**src/rtl/core/msst_ram.sv**
```systemverilog
`timescale 1ns / 1ps
// Generic simple dual-port synchronous RAM, one write and one registered read.
// No dependencies.
module msst_ram #(
    parameter int W = 8,
    parameter int D = 16
) (
    input  logic                 clk,
    input  logic                 we,
    input  logic [$clog2(D)-1:0] waddr,
    input  logic [W-1:0]         wdata,
    input  logic [$clog2(D)-1:0] raddr,
    output logic [W-1:0]         rdata
);

    logic [W-1:0] mem [D];

    // write port
    always_ff @(posedge clk)
    begin
        if (we)
        begin
            mem[waddr] <= wdata;
        end
    end

    // registered read port
    always_ff @(posedge clk)
    begin
        rdata <= mem[raddr];
    end

endmodule

```
**config.mk**
```make
export PLATFORM = sky130hd
export DESIGN_NAME = msst_ram
export DESIGN_NICKNAME = d
export VERILOG_FILES = /design/src/rtl/core/msst_ram.sv
export SDC_FILE = /design/constraint.sdc
export NUM_CORES = 1
export LEC_CHECK = 0
export BUFFER_PORTS_ARGS = -buffer_cell sky130_fd_sc_hd__buf_2
export CELL_PAD_IN_SITES_DETAIL_PLACEMENT = 2
export CELL_PAD_IN_SITES_GLOBAL_PLACEMENT = 2
export CORE_MARGIN = 1.5
export CORE_UTILIZATION = 48
export DETAILED_ROUTE_END_ITERATION = 16
export GPL_ROUTABILITY_DRIVEN = 1
export HOLD_SLACK_MARGIN = 0.12
export PLACE_DENSITY_LB_ADDON = 0.1
export REMOVE_ABC_BUFFERS = 1
export SLEW_MARGIN = 20
export SYNTH_ARGS = -nofsm -noshare
export SYNTH_HDL_FRONTEND = slang
export SYNTH_SLANG_ARGS = --single-unit
```
**constraint.sdc**
```tcl
create_clock -name clk -period 2.4 [get_ports clk]
set_input_delay 0.48 -clock clk [delete_from_list [all_inputs] [get_ports clk]]
set_output_delay 0.48 -clock clk [all_outputs]
set_load 0.02 [all_outputs]
```
# ---- Word level (Yosys, flattened, before mapping)
# Memory sizes are Yosys's and may differ from the RTL's. A register that Yosys moved wholly into a read port is not among the register bits.
# Cells that the tools add are included.
dict set report word_totals {
  elab_cells 3
  output_inout_bits 8
  reg_bits 0
  mem_bits_rw 128
  n_memories 1
  input_bits 18
}
dict set report op_classes {
  mux 2
}
# memory words word_bits read_ports rd_clocked_by_memory_dff write_ports line
set memory_table {}
lappend memory_table {mem 16 8 1 1 1 16} ;# logic [W-1:0] mem [D];
# op n
set op_table {}
lappend op_table {{$mux 1} 2}

# ---- Logic depth before layout (Yosys ltp)
# Gate-level depths: netlist (run 1).
dict set report logic_depth {
  depth_word 2
  ltp_mapped 5
  mapped_depth_nobuf 3
}

# ---- Worst setup path before layout (run 1)
# Ideal clock, no wire load.
dict set report synth_timing {
  path_type {input -> register}
  start {in waddr[2]}
  end {mem mem[0][0], enable pin}
  slack_ns 0.427
  arrival_time_ns 1.590
  n_path_buf 0
  required_ns 2.017
  path_stages 2
  path_cell_list {or3b_2 -> nor3_1}
}
# element line
set synth_rtl {}
lappend synth_rtl {{start, declared} 10} ;# input logic [$clog2(D)-1:0] waddr,
lappend synth_rtl {{end, declared} 16}
# Straight into the memory's write port.

# ---- Worst setup path in the final report (run 1)
dict set report layout_timing {
  start {reg rdata[6], read port of mem}
  end {out rdata[6]}
}
# element line
set layout_rtl {}
lappend layout_rtl {{start, declared} 13} ;# output logic [W-1:0] rdata
# No word-level cell between the ends.

==> impl_metrics.toml, run 1 <==
[status]
status = "complete, no violations"

[synthesis]
yosys_register_bits = 136
synthMuxAreaShare = 0.150
synth_edf_count = 128
synth_xor_xnor_area_share = 0
synth_warnings = 0
synth.cells.most_frequent = "edfxtp_1 (128), mux4_2 (18), a22oi_1 (16)"
synth_top_area_share = 0.747
yosys.area_share.simple = 0.0318
synthFlopType = "edfxtp_1"
synth_cell_type_count = 19
synth_top_family_by_area = "multiplexers"
avgSynthCellArea_sq_um = 22.5
synthCells = 229
synthAdderAreaFrac = 0
synthArstFlopShare = 0
synth_area_sq_um = 5150
synth_area_leader_cell = "edfxtp_1"
yosysMostFrequentCell = "edfxtp_1"
synth_area_leaders = "edfxtp_1 (75%), mux4_2 (7.9%), mux4_1 (7.1%), dfxtp_1 (3.1%), a22oi_1 (2.3%)"
yosysSeqAreaShare = 0.778
synth_compound_area_frac = 0.0233

[critical_path]
crit_family = "flip-flops"
worstPathRequired_ps = 1920
worst-path-buf-inv = 1
end_kind = "primary output"
cp.arrival_ps = 1140
critPathLaunchType = "flip-flop"
critPathKind = "flip-flop to primary output"
cp_cell_sequence = "buf_2"
cp_slowest_cell = "dfxtp_1"
crit_fanout = 1
crit_path_max_incr_delay_ps = 410

[clocking]
cts_hold_buf = 0
cts_buffers = 17
htree_num_levels = 4
tritoncts = "built"
cts_root_buffer = "clkbuf_8"
path_clk_slew_ps = 70
insertion_delay_ps = 530
cts_buffer_depth = 2
cts_sinks = 136
cts-resized-gates = 0
postCtsSetupRepairBufs = 0

[floorplan]
coreArea_sq_um = 10400
die_w_um = 107
initial_utilization = 0.496
core.rowCount = 37
die_area_sq_um = 11400
pin_count = 26
fp.dieH_um = 107

[global_routing]
grt_pass1_wl_um = 19000
grt_max_degree = 33
antenna_found_initial = 1
grt.total_usage = 0.251
grt_pass1_vias = 2842
grt_overflow_total = 0

[timing]
hold_slack_ps = 345
fin_tns_setup_ps = 0
worst_slack_ps = 783
relSlewSlack = 0.490
rsz0062_at_grt = "no"
fmax_mhz = 618
tightestPinTransition_ps = 764
final.period_utilization = 0.674
hold_viol = 0
clock_skew_ps = 9.36
slew_viol_final = 0
period_needed_ps = 1620
setup_viol = 0

[placement]
preCtsSetupSlack_ps = 331
dp_hpwl_um = 8040
dpl_cell_area_sq_um = 5530
dpl.cell_count = 400
io_buffers = 25
gp_congestion = 0.691

[job]
maxCapViolCount = 0

[routing]
vias_per_cell = 5.86
firstDrtPassIters = 4
drtIter0Drc = 186
via_count = 2536
antenna_left = 0
wl_um = 12900
drc = 0
wire_per_inst_um = 29.7

[final_layout]
drive_gt1_frac = 0.324
fin_util = 0.586
area_delta_synth_final_pct = 18.1
fin_cells = 433
fin_area_sq_um = 6080
final_nets = 301

[power]
power_leakage_nw = 2.08
total_power_mw = 5.38
cellPowerDensity_nw_per_um2 = 885
vdd_drop_max_uv = 436

[hold_path]
hold_class = "primary input to flip-flop"
state kept, by name (all words and copies together) (netlist names):
register	cells
mem	128
rdata	8
layout make-up:
type,instances,area (sq um)
sequential,136,4000
fill,871,4290
clock inverter,15,129
timing repair buffer,45,300
antenna,1,2.50
clock buffer,17,414
multi-input combinational,83,1060
tap,136,170
placed cells by master (no fill, tap or decap), types with 2 or more instances in the layout:
master      instances
clkinv_2            2
nor2_1             13
clkinvlp_4          2
mux4_1             14
buf_4              18
a22oi_1            16
buf_2              25
nand2_1             9
edfxtp_1          128
nor3_1              4
dfxtp_1             8
inv_8               3
buf_12              2
nand3b_1            2
nand2b_1            2
inv_6               8
mux4_2             18
clkbuf_16          16
final timing paths:
check,startpoint,to,slack (ps),cells after the start
worst max-delay path,rdata[6],rdata[6],780,1
worst min-delay path,wdata[3],mem[14][3],350,1
worst max register to register,mem[8][2],rdata[2],910,3
worst min register to register,mem[4][2],rdata[2],720,3
logic make-up after synthesis:
family,count (synthesis)
multiplexers,32
AND/OR/NAND/NOR,35
AO/OA/AOI/OAI,16
flip-flops,136
buffers and inverters,10
metal layers:
layer,GRT usage,share of wire,up-vias,routed length (um)
li1,-,-,1086,-
met1,0.330,0.40,1324,5200
met2,0.412,0.51,113,6540
met3,0.0730,0.074,13,956
met4,0.0733,0.012,0,158
met5,0,0,-,0
report_power, final:
group | switching (mW) | internal (mW) | total (mW)
sequential | 0.0252 | 2.65 | 2.68
combinational | 0.167 | 0.108 | 0.275
clock | 1.11 | 1.31 | 2.42
total | 1.30 | 4.07 | 5.38
Power figures use the tool's default switching activity.
==> inputs of run 2 (changes only) <==
==> constraint.sdc (replaced) <==
create_clock -name clk -period 1.53 [get_ports clk]
set_input_delay 0.306 -clock clk [delete_from_list [all_inputs] [get_ports clk]]
set_output_delay 0.306 -clock clk [all_outputs]
set_load 0.02 [all_outputs]
==> run 2 against run 1 <==
Die area stayed put. Via count is 5.4% higher. Final area is 2.6% higher. Setup slack worse by 700 ps. Global-route usage is 0.75 points higher. Core utilization is 1.5 points higher. First-iteration DRC count is 25% lower. Routed wire length is 4.6% higher. Sequential share of layout area is 1.7 points lower. Clock skew hardly changed. Largest cell class unchanged.
==> impl_metrics.toml, run 2 (same netlist as run 1, synthesis figures left out) <==
[power]
vdd_drop_max_uv = 726
power_leakage_nw = 2.16
total_power_mw = 8.80
cellPowerDensity_nw_per_um2 = 1410

[status]
status = "complete, no violations"

[floorplan]
die_area_sq_um = 11400
core.rowCount = 37
die_w_um = 107
coreArea_sq_um = 10400
initial_utilization = 0.496
fp.dieH_um = 107
pin_count = 26

[routing]
drc = 0
via_count = 2674
firstDrtPassIters = 4
antenna_left = 0
drtIter0Drc = 139
wl_um = 13400
wire_per_inst_um = 30.2
vias_per_cell = 6.01

[critical_path]
cp_slowest_cell = "mux4_1"
r2r-start = "mem[1][2]"
critPathKind = "flip-flop to flip-flop"
crit_fanout = 1
cp.arrival_ps = 1860
critPathLaunchType = "flip-flop"
worstPathRequired_ps = 1940
end_kind = "flip-flop"
r2r_setup_slack_ps = 80
cp_cell_sequence = "mux4_1 > a22oi_1 > nand2_1"
r2r_end = "rdata[2]"
crit_path_max_incr_delay_ps = 520
reg2reg_depth = 3

[final_layout]
regArea_sq_um = 4000
largest_reg_flops = 128
n_antenna_cell = 0
n_fill_cell = 858
regMostFlops = "mem"
multi_input_area_sq_um = 1060
largestRegisters = "mem (128), rdata (8)"
final_cell_mix = "edfxtp_1 (128), buf_4 (30), buf_2 (25), mux4_2 (18)"
final_nets = 314
layout_commonest_cell = "edfxtp_1"
drive_gt1_frac = 0.346
area_delta_synth_final_pct = 21.1

[timing]
relSlewSlack = 0.445
clock_skew_ps = 9.12
fin_tns_setup_ps = 0
period_needed_ps = 1450
setup_viol = 0
final.period_utilization = 0.948
slew_viol_final = 0
hold_viol = 0
worst_slack_ps = 79.6
tightestPinTransition_ps = 831
fmax_mhz = 689
rsz0062_at_grt = "no"

[global_routing]
grt_max_degree = 22
grt.total_usage = 0.259
grt_pass1_vias = 2886
grt_pass1_wl_um = 19600
grt_overflow_total = 0
antenna_found_initial = 0

[clocking]
postCtsSetupRepairBufs = 0
cts_buffers = 17
tritoncts = "built"
cts_hold_buf = 0
cts-resized-gates = 0
cts_buffer_depth = 2
htree_num_levels = 4
cts_sinks = 136
insertion_delay_ps = 530
path_clk_slew_ps = 60
cts_root_buffer = "clkbuf_8"

[hold_path]
worstHoldPathCells = 1
worstHoldEndpoint = "mem[1][4]"
hold_path.startpoint = "wdata[4]"
hold_class = "primary input to flip-flop"

[placement]
dp_hpwl_um = 8520
io_buffers = 25
gp_congestion = 0.710
preCtsSetupSlack_ps = -315

[job]
maxCapViolCount = 0
run 2: cell count changes in the layout (fill, tap and decap cells not counted), sizes merged:
cell | previous run | this run
clkbuf | 17 | 18
clkinv | 2 | 5
bufinv | 0 | 3
clkinvlp | 2 | 3
inv | 11 | 3
buf | 45 | 58
diode | 1 | 0
run 2: worst max-delay path by stage:
stage	from	endpoint	slack, ps	depth (start not counted)
after floorplan	waddr[2]	mem[0][0]	-270	2
after global placement	raddr[0]	rdata[2]	-270	5
after detailed placement	raddr[0]	rdata[1]	-320	6
after CTS	mem[1][2]	rdata[2]	10	3
after global routing	mem[1][2]	rdata[2]	30	3
final	mem[1][2]	rdata[2]	80	3
run 2: layer usage:
| metal | vias up | wire (um) | GRT usage |
|---|---|---|---|
| met5 | - | 0 | 0 |
| met1 | 1444 | 5690 | 0.354 |
| met3 | 14 | 764 | 0.0705 |
| met4 | 0 | 133 | 0.0629 |
| li1 | 1111 | - | - |
| met2 | 105 | 6850 | 0.419 |
run 2: cell type report:
cell class,count,share of cell area
Timing Repair Buffer,58,0.0658
Clock buffer,18,0.0670
Tap cell,136,0.0273
Clock inverter,14,0.0279
Multi-Input combinational cell,83,0.170
Sequential cell,136,0.642
run 2: metrics by stage:
| stage | std cells | cell area [sq um] | hold WS [ps] | util |
|---|---|---|---|---|
| after floorplan | 219 | 5060 | 405 | - |
| after global placement | 413 | 5640 | 652 | 0.544 |
| after detailed placement | 413 | 5640 | 699 | 0.544 |
| after CTS | 445 | 6230 | 154 | 0.601 |
| after global routing | 445 | 6230 | 169 | 0.601 |
| final | 445 | 6230 | 176 | 0.601 |
run 2: critical path, delay by kind of cell, from the launching register on:
family | cells | cell delay [ps]
AOI/OAI and AO/OA | 1 | 340
DFF | 1 | 380
muxes | 1 | 520
and+or+nand+nor | 1 | 100
run 2: power by group:
part           internal, mW  switching (mW)
registers              4.17          0.0377
logic                 0.189           0.275
clock network          2.50            1.64
total                  6.85            1.95
